[config.mk]
export PLATFORM = sky130hd
export DESIGN_NAME = humidity_temp_sensor_poller
export DESIGN_NICKNAME = d
export VERILOG_FILES = /design/src/rtl/core/htsp_pkg.sv /design/src/rtl/core/htsp_conv.sv /design/src/rtl/core/humidity_temp_sensor_poller.sv
export SDC_FILE = /design/constraint.sdc
export NUM_CORES = 1
export LEC_CHECK = 0
export BUFFER_PORTS_ARGS = -buffer_cell sky130_fd_sc_hd__buf_4
export CORE_ASPECT_RATIO = 0.5
export CORE_MARGIN = 5
export CORE_UTILIZATION = 30
export DETAILED_ROUTE_END_ITERATION = 16
export PLACE_DENSITY = 0.57
export SLEW_MARGIN = 20
export SYNTH_ARGS = -nofsm -noshare
export SYNTH_HDL_FRONTEND = slang
export SYNTH_SLANG_ARGS = --single-unit
[constraint.sdc]
create_clock -name clk -period 10.97 [get_ports clk]
set_clock_uncertainty 0.05 [all_clocks]
set_input_delay 2.194 -clock clk [delete_from_list [all_inputs] [get_ports clk]]
set_output_delay 2.194 -clock clk [all_outputs]
set_load 0.1 [all_outputs]
[src/rtl/core/htsp_pkg.sv]
// Shared types, codes and constants for the humidity and temperature sensor poller.
`default_nettype none

package htsp_pkg;

  // Mode codes
  localparam logic [1:0] MODE_UNAVAIL = 2'd0;
  localparam logic [1:0] MODE_IDLE    = 2'd1;
  localparam logic [1:0] MODE_MEASURE = 2'd2;

  // Action codes
  localparam logic [1:0] ACT_WAIT  = 2'd0;
  localparam logic [1:0] ACT_INIT  = 2'd1;
  localparam logic [1:0] ACT_START = 2'd2;
  localparam logic [1:0] ACT_READ  = 2'd3;

  // Register indexes and reset values
  localparam logic [1:0] REG_RETRY   = 2'd0;
  localparam logic [1:0] REG_MEASURE = 2'd1;
  localparam logic [1:0] REG_CONV    = 2'd2;

  localparam logic [15:0] RETRY_RST   = 16'd5000;
  localparam logic [15:0] MEASURE_RST = 16'd2000;
  localparam logic [15:0] CONV_RST    = 16'd80;

  localparam int unsigned ADDR_W = 4;
  localparam int unsigned DATA_W = 32;

  // Status byte bits
  localparam int unsigned STATUS_BUSY_BIT  = 7;
  localparam int unsigned STATUS_CALIB_BIT = 3;

  // Frame scaling
  localparam int unsigned RAW_W       = 20;
  localparam logic [9:0]  HUMID_SCALE = 10'd1000;
  localparam logic [10:0] TEMP_SCALE  = 11'd2000;
  localparam logic [30:0] RAW_HALF    = 31'd524288;
  localparam logic [10:0] HUMID_MAX   = 11'd1000;
  localparam logic [11:0] TEMP_OFFSET = 12'd500;

  typedef struct packed {
    logic [31:0] now_ms;
    logic        init_ack;
    logic [7:0]  init_status;
    logic        start_ack;
    logic        read_ok;
    logic [47:0] frame;
  } in_beat_t;

  typedef struct packed {
    logic [1:0]        action;
    logic [1:0]        mode_now;
    logic              available;
    logic              reading_valid;
    logic signed [11:0] temperature_c10;
    logic [9:0]        humidity_pct10;
  } out_beat_t;

  typedef struct packed {
    logic signed [11:0] temp;
    logic [9:0]         humid;
  } reading_t;

endpackage

`default_nettype wire

[src/rtl/core/htsp_conv.sv]
// Frame to reading conversion: split raw fields, scale with rounding, clamp humidity.
`default_nettype none

module htsp_conv (
  input  wire logic [47:0]       frame,
  output htsp_pkg::reading_t     reading
);

  logic [htsp_pkg::RAW_W-1:0] raw_h;
  logic [htsp_pkg::RAW_W-1:0] raw_t;
  logic [30:0] prod_h;
  logic [30:0] prod_t;
  logic [30:0] sum_h;
  logic [30:0] sum_t;
  logic [10:0] h;
  logic [10:0] t;

  assign raw_h = frame[39:20];
  assign raw_t = frame[19:0];

  // Scale to tenths, round to nearest
  assign prod_h = 31'(raw_h) * 31'(htsp_pkg::HUMID_SCALE);
  assign prod_t = 31'(raw_t) * 31'(htsp_pkg::TEMP_SCALE);
  assign sum_h  = prod_h + htsp_pkg::RAW_HALF;
  assign sum_t  = prod_t + htsp_pkg::RAW_HALF;
  assign h      = sum_h[30:20];
  assign t      = sum_t[30:20];

  always_comb begin
    reading.humid = (h > htsp_pkg::HUMID_MAX) ? htsp_pkg::HUMID_MAX[9:0] : h[9:0];
    reading.temp  = $signed({1'b0, t} - htsp_pkg::TEMP_OFFSET);
  end

endmodule

`default_nettype wire

[src/rtl/core/humidity_temp_sensor_poller.sv]
// Top level: poll handling state machine, register file and result staging.
// A poll accepted sits in the input register; its result is loaded into the output
//   register when the held poll advances (out_valid from then on).
// Throughput: one poll per cycle; the input register drains whenever the output
//   register is empty or being taken, so in_ready only drops on output stall.
// Reset (rst_n low, synchronous): mode unavailable, stamps and readings zero,
//   registers at 5000/2000/80 ms, both stages empty.
`default_nettype none

module humidity_temp_sensor_poller (
  input  wire logic                              clk,
  input  wire logic                              rst_n,
  // poll channel
  input  wire logic                              in_valid,
  output logic                                   in_ready,
  input  wire htsp_pkg::in_beat_t                in_data,
  // result channel
  output logic                                   out_valid,
  input  wire logic                              out_ready,
  output htsp_pkg::out_beat_t                    out_data,
  // configuration port
  input  wire logic                              psel,
  input  wire logic                              penable,
  input  wire logic                              pwrite,
  input  wire logic [htsp_pkg::ADDR_W-1:0]       paddr,
  input  wire logic [htsp_pkg::DATA_W-1:0]       pwdata,
  output logic [htsp_pkg::DATA_W-1:0]            prdata,
  output logic                                   pready
);

  // ---------------------------------------------------------------------
  // Configuration registers
  // ---------------------------------------------------------------------
  logic [15:0] retry_ms_r;
  logic [15:0] measure_ms_r;
  logic [15:0] conv_ms_r;
  logic        cfg_wr;
  logic [1:0]  cfg_idx;

  assign pready  = 1'b1;
  assign cfg_wr  = psel & penable & pwrite & pready;
  assign cfg_idx = paddr[3:2];

  always_ff @(posedge clk) begin
    if (!rst_n) begin
      retry_ms_r   <= htsp_pkg::RETRY_RST;
      measure_ms_r <= htsp_pkg::MEASURE_RST;
      conv_ms_r    <= htsp_pkg::CONV_RST;
    end else if (cfg_wr) begin
      // index beyond the list: drop the write
      unique case (cfg_idx)
        htsp_pkg::REG_RETRY:   retry_ms_r   <= pwdata[15:0];
        htsp_pkg::REG_MEASURE: measure_ms_r <= pwdata[15:0];
        htsp_pkg::REG_CONV:    conv_ms_r    <= pwdata[15:0];
        default: ;
      endcase
    end
  end

  always_comb begin
    unique case (cfg_idx)
      htsp_pkg::REG_RETRY:   prdata = {16'd0, retry_ms_r};
      htsp_pkg::REG_MEASURE: prdata = {16'd0, measure_ms_r};
      htsp_pkg::REG_CONV:    prdata = {16'd0, conv_ms_r};
      default:               prdata = '0;
    endcase
  end

  // ---------------------------------------------------------------------
  // Input register and handshake
  // ---------------------------------------------------------------------
  logic               s1_valid_r;
  htsp_pkg::in_beat_t s1_beat_r;
  logic               s1_go;
  logic               out_valid_r;
  htsp_pkg::out_beat_t out_beat_r;

  // The held poll moves on when the result register is free or being taken.
  assign s1_go    = s1_valid_r & (~out_valid_r | out_ready);
  assign in_ready = ~s1_valid_r | s1_go;

  always_ff @(posedge clk) begin
    if (!rst_n) begin
      s1_valid_r <= 1'b0;
    end else if (in_ready) begin
      s1_valid_r <= in_valid;
    end
  end

  always_ff @(posedge clk) begin
    if (in_valid & in_ready) begin
      s1_beat_r <= in_data;
    end
  end

  // ---------------------------------------------------------------------
  // Poll state: mode, wrapping stamps, latest reading and flags
  // ---------------------------------------------------------------------
  logic [1:0]  mode_r,        mode_nxt;
  logic [31:0] start_stamp_r, start_stamp_nxt;
  logic [31:0] retry_stamp_r, retry_stamp_nxt;
  logic signed [11:0] temp_r, temp_nxt;
  logic [9:0]  humid_r,       humid_nxt;
  logic        avail_r,       avail_nxt;
  logic        rvalid_r,      rvalid_nxt;
  logic [1:0]  action;

  logic [31:0] since_start;
  logic [31:0] since_retry;
  logic        measure_due;
  logic        conv_due;
  logic        retry_due;
  logic        frame_good;
  logic        init_good;
  htsp_pkg::reading_t reading;

  htsp_conv u_conv (
    .frame   (s1_beat_r.frame),
    .reading (reading)
  );

  // Elapsed time uses the wrapping 32-bit difference.
  assign since_start = s1_beat_r.now_ms - start_stamp_r;
  assign since_retry = s1_beat_r.now_ms - retry_stamp_r;
  assign measure_due = since_start >= {16'd0, measure_ms_r};
  assign conv_due    = since_start >= {16'd0, conv_ms_r};
  assign retry_due   = since_retry >= {16'd0, retry_ms_r};

  // A busy status byte counts as a failed read.
  assign frame_good = s1_beat_r.read_ok &
                      ~s1_beat_r.frame[40 + htsp_pkg::STATUS_BUSY_BIT];
  assign init_good  = s1_beat_r.init_ack &
                      s1_beat_r.init_status[htsp_pkg::STATUS_CALIB_BIT];

  always_comb begin
    mode_nxt        = mode_r;
    start_stamp_nxt = start_stamp_r;
    retry_stamp_nxt = retry_stamp_r;
    temp_nxt        = temp_r;
    humid_nxt       = humid_r;
    avail_nxt       = avail_r;
    rvalid_nxt      = rvalid_r;
    action          = htsp_pkg::ACT_WAIT;
    unique case (mode_r)
      htsp_pkg::MODE_IDLE: begin
        if (measure_due) begin
          action = htsp_pkg::ACT_START;
          if (s1_beat_r.start_ack) begin
            start_stamp_nxt = s1_beat_r.now_ms;
            mode_nxt        = htsp_pkg::MODE_MEASURE;
          end else begin
            // trigger refused: drop to unavailable
            avail_nxt       = 1'b0;
            rvalid_nxt      = 1'b0;
            mode_nxt        = htsp_pkg::MODE_UNAVAIL;
            retry_stamp_nxt = s1_beat_r.now_ms;
          end
        end
      end
      htsp_pkg::MODE_MEASURE: begin
        if (conv_due) begin
          action = htsp_pkg::ACT_READ;
          if (frame_good) begin
            temp_nxt   = reading.temp;
            humid_nxt  = reading.humid;
            avail_nxt  = 1'b1;
            rvalid_nxt = 1'b1;
            mode_nxt   = htsp_pkg::MODE_IDLE;
          end else begin
            // failed or busy read: drop, keep the old reading on show
            avail_nxt       = 1'b0;
            rvalid_nxt      = 1'b0;
            mode_nxt        = htsp_pkg::MODE_UNAVAIL;
            retry_stamp_nxt = s1_beat_r.now_ms;
          end
        end
      end
      default: begin
        // unavailable, and the unused code treated the same way
        mode_nxt = htsp_pkg::MODE_UNAVAIL;
        if (retry_due) begin
          action = htsp_pkg::ACT_INIT;
          // a failed attempt leaves retry_stamp alone, so retry on every poll
          if (init_good) begin
            avail_nxt  = 1'b1;
            rvalid_nxt = 1'b0;
            mode_nxt   = htsp_pkg::MODE_IDLE;
          end
        end
      end
    endcase
  end

  always_ff @(posedge clk) begin
    if (!rst_n) begin
      mode_r        <= htsp_pkg::MODE_UNAVAIL;
      start_stamp_r <= '0;
      retry_stamp_r <= '0;
      temp_r        <= '0;
      humid_r       <= '0;
      avail_r       <= 1'b0;
      rvalid_r      <= 1'b0;
    end else if (s1_go) begin
      mode_r        <= mode_nxt;
      start_stamp_r <= start_stamp_nxt;
      retry_stamp_r <= retry_stamp_nxt;
      temp_r        <= temp_nxt;
      humid_r       <= humid_nxt;
      avail_r       <= avail_nxt;
      rvalid_r      <= rvalid_nxt;
    end
  end

  // ---------------------------------------------------------------------
  // Result register: hold until taken, load as the held poll advances
  // ---------------------------------------------------------------------
  always_ff @(posedge clk) begin
    if (!rst_n) begin
      out_valid_r <= 1'b0;
    end else if (s1_go) begin
      out_valid_r <= 1'b1;
    end else if (out_ready) begin
      out_valid_r <= 1'b0;
    end
  end

  always_ff @(posedge clk) begin
    if (s1_go) begin
      out_beat_r.action          <= action;
      out_beat_r.mode_now        <= mode_nxt;
      out_beat_r.available       <= avail_nxt;
      out_beat_r.reading_valid   <= rvalid_nxt;
      out_beat_r.temperature_c10 <= temp_nxt;
      out_beat_r.humidity_pct10  <= humid_nxt;
    end
  end

  assign out_valid = out_valid_r;
  assign out_data  = out_beat_r;

endmodule

`default_nettype wire

* Yosys cells after proc, flatten, opt, wreduce, memory -nomap -nowiden
Index checks and enable logic that the tools add are counted.
W data, S select, Z words.
** Word-level totals
- Bits in registers :: 255
- Input port bits :: 134
- Output and inout port bits :: 63
- Word-level logic and storage cells :: 101
** Operators by class
- Add/sub/neg operators :: 5
- Multiply operators :: 2
- Order comparisons :: 4
- Eq/ne operators :: 8
- Mux-type cells :: 39
- Bitwise logic cells :: 11
- Reduce and logical (&&, ||, !) cells :: 8
** Operators with widths (number)
- $mux W32 :: 4
- $ge A32 B16 Y1 :: 3
- $pmux W32 S2 :: 1
- $sub A32 B32 Y32 :: 2
- $mul A20 B7 Y27 const B :: 2
- $pmux W16 S3 :: 1
- $mux W10 :: 4
- $mux W12 :: 3
- $add A30 B20 Y31 const B :: 1
- $add A31 B20 Y31 const B :: 1
- $mux W1 :: 17
- $sub A11 B9 Y12 const B :: 1
- $gt A11 B10 Y1 const B :: 1
- $mux W2 :: 5
- $ne A2 B2 Y1 const B :: 4
- $pmux W2 S2 :: 2
- $and A1 B1 Y1 :: 6
- $reduce_and A2 Y1 :: 3
- $reduce_and A6 Y1 :: 1
- $eq A2 B1 Y1 const B :: 2
- $eq A2 B2 Y1 const B :: 2
- $pmux W1 S2 :: 2
- $reduce_and A4 Y1 :: 1
- $reduce_bool A2 Y1 :: 2
- other kinds (3) :: 6

* Longest topological paths before layout
- Word-level depth :: 7
- Mapped depth :: 25
- Depth with buffers taken out :: 25

* Cells and area by module
Synthesis repeated with hierarchy kept, for this count alone.
** Unflattened totals
- Cells, all modules :: 2477
- Area, all modules :: 22514.1 µm²
** Modules (own cells, without submodules)
- humidity_temp_sensor_poller :: times used 1, cells each 1645, area an instance 15016.9 µm², seq. area each 6165.9 µm²
- htsp_conv :: times used 1, cells each 832, area an instance 7497.2 µm², seq. area each 0.0 µm²

* Worst setup path after synthesis
No wires, ideal clock.
- Path type :: input to output
- From :: input port paddr[2] (netlist bit)
- To :: output port prdata[0] (netlist bit)
- Data arrival time :: 5.300 ns
- Data required time :: 8.726 ns
- Setup slack :: 3.426 ns
- Cell stages on the path :: 4
- Cell sequence :: buf_1 > clkbuf_1 > mux2i_1 > o21ai_0
** On the way
- Longest elaborated chain between the ends :: 2
** RTL lines
- from (decl) :: RTL line humidity_temp_sensor_poller.sv:25 : input wire logic [htsp_pkg::ADDR_W-1:0] paddr,
- $eq A2 B2 Y1 (tied with other cells) :: RTL line humidity_temp_sensor_poller.sv:61 : unique case (cfg_idx)
- $pmux W16 S3 * :: RTL line humidity_temp_sensor_poller.sv:61
- to (decl) :: RTL line humidity_temp_sensor_poller.sv:27 : output logic [htsp_pkg::DATA_W-1:0] prdata,
Mark *: on every way between the ends. The rest lies on a longest branch, timed or not.

* Worst setup path in the final report
- From :: register s1_beat_r[8] (netlist bit)
- To :: register out_beat_r, in the netlist out_data[20], data pin
** On the way
- Longest elaborated chain between the ends :: 6
** RTL lines
- from (decl) :: RTL line humidity_temp_sensor_poller.sv:73 : htsp_pkg::in_beat_t s1_beat_r;
- from (signal assigned) :: RTL line humidity_temp_sensor_poller.sv:92 : s1_beat_r <= in_data;
- $mul A20 B7 Y27 :: RTL line htsp_conv.sv:23 : assign prod_t = 31'(raw_t) * 31'(htsp_pkg::TEMP_SCALE);
- $add A31 B20 Y31 :: RTL line htsp_conv.sv:25 : assign sum_t = prod_t + htsp_pkg::RAW_HALF;
- $sub A11 B9 Y12 :: RTL line htsp_conv.sv:31 : reading.temp = $signed({1'b0, t} - htsp_pkg::TEMP_OFFSET);
- $mux W12 :: RTL line humidity_temp_sensor_poller.sv:163 : if (frame_good) begin
- $mux W12 :: RTL line humidity_temp_sensor_poller.sv:161 : if (conv_due) begin
- $mux W12 :: RTL line humidity_temp_sensor_poller.sv:144 : unique case (mode_r)
- named net temp_nxt[10] :: RTL line humidity_temp_sensor_poller.sv:102 : logic signed [11:0] temp_r, temp_nxt;
- to (decl) :: RTL line humidity_temp_sensor_poller.sv:76 : htsp_pkg::out_beat_t out_beat_r;
The timed path passes the listed nets, and every way through them passes these cells.
A chain may end at the register's enable or synchronous reset.

==> results.toml <==
[timing]
fin_tns_setup_ns = 0
rsz0062_at_grt = "no"
finalCriticalPeriod_ns = 7.16
setup_violations = 0
fmax_mhz = 140
slew_headroom = 0.349
fin_ws_ns = 3.81
tightest_slew_ns = 0.977
hold_violations = 0
period_share = 0.652
maxSlewViolCount = 0

[drt]
final_antenna_net_count = 0
drc_errors = 0
drt_iter0_markers = 826
first_pass_iters = 6
wirelength_mm = 53.9
routed_via_density = 4.84
via_count = 16900
wl_per_cell_um = 15.5

[critical_path]
crit_chain = "inv_1 > fa_1 > fa_1 > fa_1 > fa_1 > inv_1 > ha_1 > a211o_1 > a2111o_1 > a2111o_1 > o211ai_1 > ha_1 > inv_1 > a311o_1 > a211oi_2 > xor2_1 > inv_1 > ha_1 > inv_1 > o21ai_0 > nor4bb_1 > or4_1 > nand3_1"
cp_max_fo = 8
cpLargestDelayFamily = "adder cells"
reg2regPathDepth = 23
critPathCaptureType = "flop"
crit_cells = 23
reg2reg_slack_ns = 3.81
setup.worst_path.start_class = "flop"
cp_num_buf_inv = 5
criticalPathCategory = "reg2reg"
cp.required_ns = 11.25
critical_path_arrival_ns = 7.43
cpMaxStageDelayCell = "fa_1"
critPathMaxStageDelay_ns = 0.55
crit_top_cell = "inv_1"

[final_layout]
final_cell_mix = "inv_1 (336), nand2_1 (280), ha_1 (231), buf_4 (161), a21oi_1 (148)"
antenna_cells = 0
nNetsFinal = 3010
fin_area_um2 = 24600
stdcell_count = 3484
final_common_cell = "inv_1"
drive_gt1_frac = 0.0974
syn2layout_area_growth_pct = 13.7
fillers = 7444

[floorplanning]
pin_count = 197
core.rowCount = 69
initial_utilization = 0.304
chipWidth_um = 390
dieArea_um2 = 78000
core_um2 = 71300
die_height_um = 200

[synthesis]
ys_seq_elements = 245
synth_top_cell_by_area = "edfxtp_1"
avgSynthCellArea_um2 = 9.06
synth_compound_area_frac = 0.164
synthCells = 2392
synth_area_um2 = 21700
seq_area_frac_synth = 0.275
synthAdderAreaFrac = 0.263
yosys_warnings = 0
synth-xor-area-share = 0.0322
synth_cell_types = 99
synth_ff_type = "dfxtp_1"
synth-simple-area-share = 0.143
yosys-top-cells-area = "edfxtp_1 (15%), ha_1 (13%), dfxtp_1 (13%)"
synth-edff-count = 105
synth_top_area_frac = 0.146
async_reset_ff_frac = 0
synth_top_family_by_area = "adder cells"
synth_mux_area_frac = 0.0438

[clock_network]
cts-htree-levels = 1
postCtsResizedCells = 0
ctsHoldBuffers = 0
clk_latency_ns = 0.60
cts_setup_buffers = 0
clk_pin_slew_ns = 0.06
cts_tree = "yes"
clock_sinks = 245
clockBufferDepth = 3
cts_root_buf = "clkbuf_16"
cts_buffers = 27

[flow_run]
max_cap_violations = 0

[global_routing]
grt-ovfl-total = 0
grt_max_degree = 81
grt_pass1_wl_mm = 87.3
grt_antenna_before_repair = 0
grt_use_total = 0.137
grt_pass1_vias = 16600

[placement]
port_buffers = 147
postPlaceCellArea_um2 = 23700
dpl.hpwl_mm = 42.8
dpl.cell_count = 3434
gp_congestion = 0.842
place_ws_ns = 3.80

[power]
power.density_nw_per_um2 = 216
ir_drop_mv = 0.219
p_leak_nw = 10.0

[min_path]
hold_path.class = "reg2reg"
hold_path_depth = 2

[run_status]
outcome = "completed"
[metrics by stage]
stage / utilization / power, mW / hold slack (ns)
finish: 0.346 / 5.33 / 0.406
global route: 0.346 / 5.85 / 0.424
CTS: 0.345 / 5.39 / 0.408
detailed placement: 0.333 / 4.38 / 0.397
global placement: 0.333 / 4.36 / 0.393
floorplan: - / 3.68 / 0.385
[logic make-up (layout without fill, tap and decap cells)]
kind of cell | after synthesis | after routing
simple gates | 647 | 647
compound gates | 525 | 525
buf+inv | 430 | 549
fa+ha+maj | 371 | 371
flops | 245 | 245
mux | 94 | 94
xor+xnor | 78 | 78
other cells | 2 | 17
[registers in the layout, summed over array words and instances, names as in the netlist]
register / flops
avail_r: 1
conv_ms_r: 16
humid_r: 10
measure_ms_r: 16
mode_r: 2
out_data: 28
out_valid: 1
retry_ms_r: 16
retry_stamp_r: 32
rvalid_r: 1
s1_beat_r: 77
s1_valid_r: 1
start_stamp_r: 32
temp_r: 12
[worst register-to-register path, cell delays in order (launching register included)]
cell and delay [ns]:
edfxtp_1 0.42, inv_1 0.26, fa_1 0.50, fa_1 0.55, fa_1 0.45, fa_1 0.51
inv_1 0.04, ha_1 0.38, a211o_1 0.29, a2111o_1 0.44, a2111o_1 0.36, o211ai_1 0.13
ha_1 0.24, inv_1 0.05, a311o_1 0.32, a211oi_2 0.49, xor2_1 0.23, inv_1 0.08
ha_1 0.24, inv_1 0.08, o21ai_0 0.07, nor4bb_1 0.45, or4_1 0.18, nand3_1 0.07
[layout make-up]
class                      instances  area [um^2]  share of cell area
clock buffer                      40          796              0.0323
clock inverter                    10          125             0.00508
inverter                         338         1270              0.0515
multi-input combinational       1732        14100               0.572
sequential                       245         5960               0.242
tap                              958         1200              0.0486
timing repair buffer             161         1210              0.0491
[final timing paths]
kind | start | endpoint
worst max-delay path | s1_beat_r[8]$_DFFE_PP_ | out_data[20]$_DFFE_PP_
worst min-delay path | retry_stamp_r[28]$_SDFFE_PN0P_ | retry_stamp_r[28]$_SDFFE_PN0P_
worst max register to register | s1_beat_r[8]$_DFFE_PP_ | out_data[20]$_DFFE_PP_
worst min register to register | retry_stamp_r[28]$_SDFFE_PN0P_ | retry_stamp_r[28]$_SDFFE_PN0P_
[power breakdown]
part	total [mW]	internal, mW	switching [mW]
registers	1.01	0.983	0.0310
logic	3.35	1.33	2.02
clock network	0.966	0.552	0.414
[synth_stat cells, types with 8 or more instances]
library cell / n
o31ai_1: 14
a211oi_1: 23
nand3_1: 45
fa_1: 140
inv_1: 336
o21ai_0: 84
o211ai_1: 38
o211a_1: 9
or3_1: 20
nor2b_1: 13
nand2_1: 280
a21oi_1: 148
nand2b_1: 17
nor3_1: 33
edfxtp_1: 105
xnor2_1: 51
and2_1: 18
o41ai_1: 10
nor4_1: 10
nand4_1: 38
a21o_1: 41
xor2_1: 26
nand3b_1: 8
a31oi_1: 16
a211o_1: 9
dfxtp_1: 140
buf_4: 19
nor2_1: 109
clkbuf_1: 60
buf_2: 10
ha_1: 231
mux2i_1: 87
and3_1: 14
o21ai_1: 13
o21a_1: 30
[per-layer routing]
metal	track usage	wire length [um]
met5	0	0
met4	0.0379	1600
met3	0.0178	1600
met2	0.241	25800
met1	0.178	24900
Note: power is estimated with default switching activity, not from simulation.
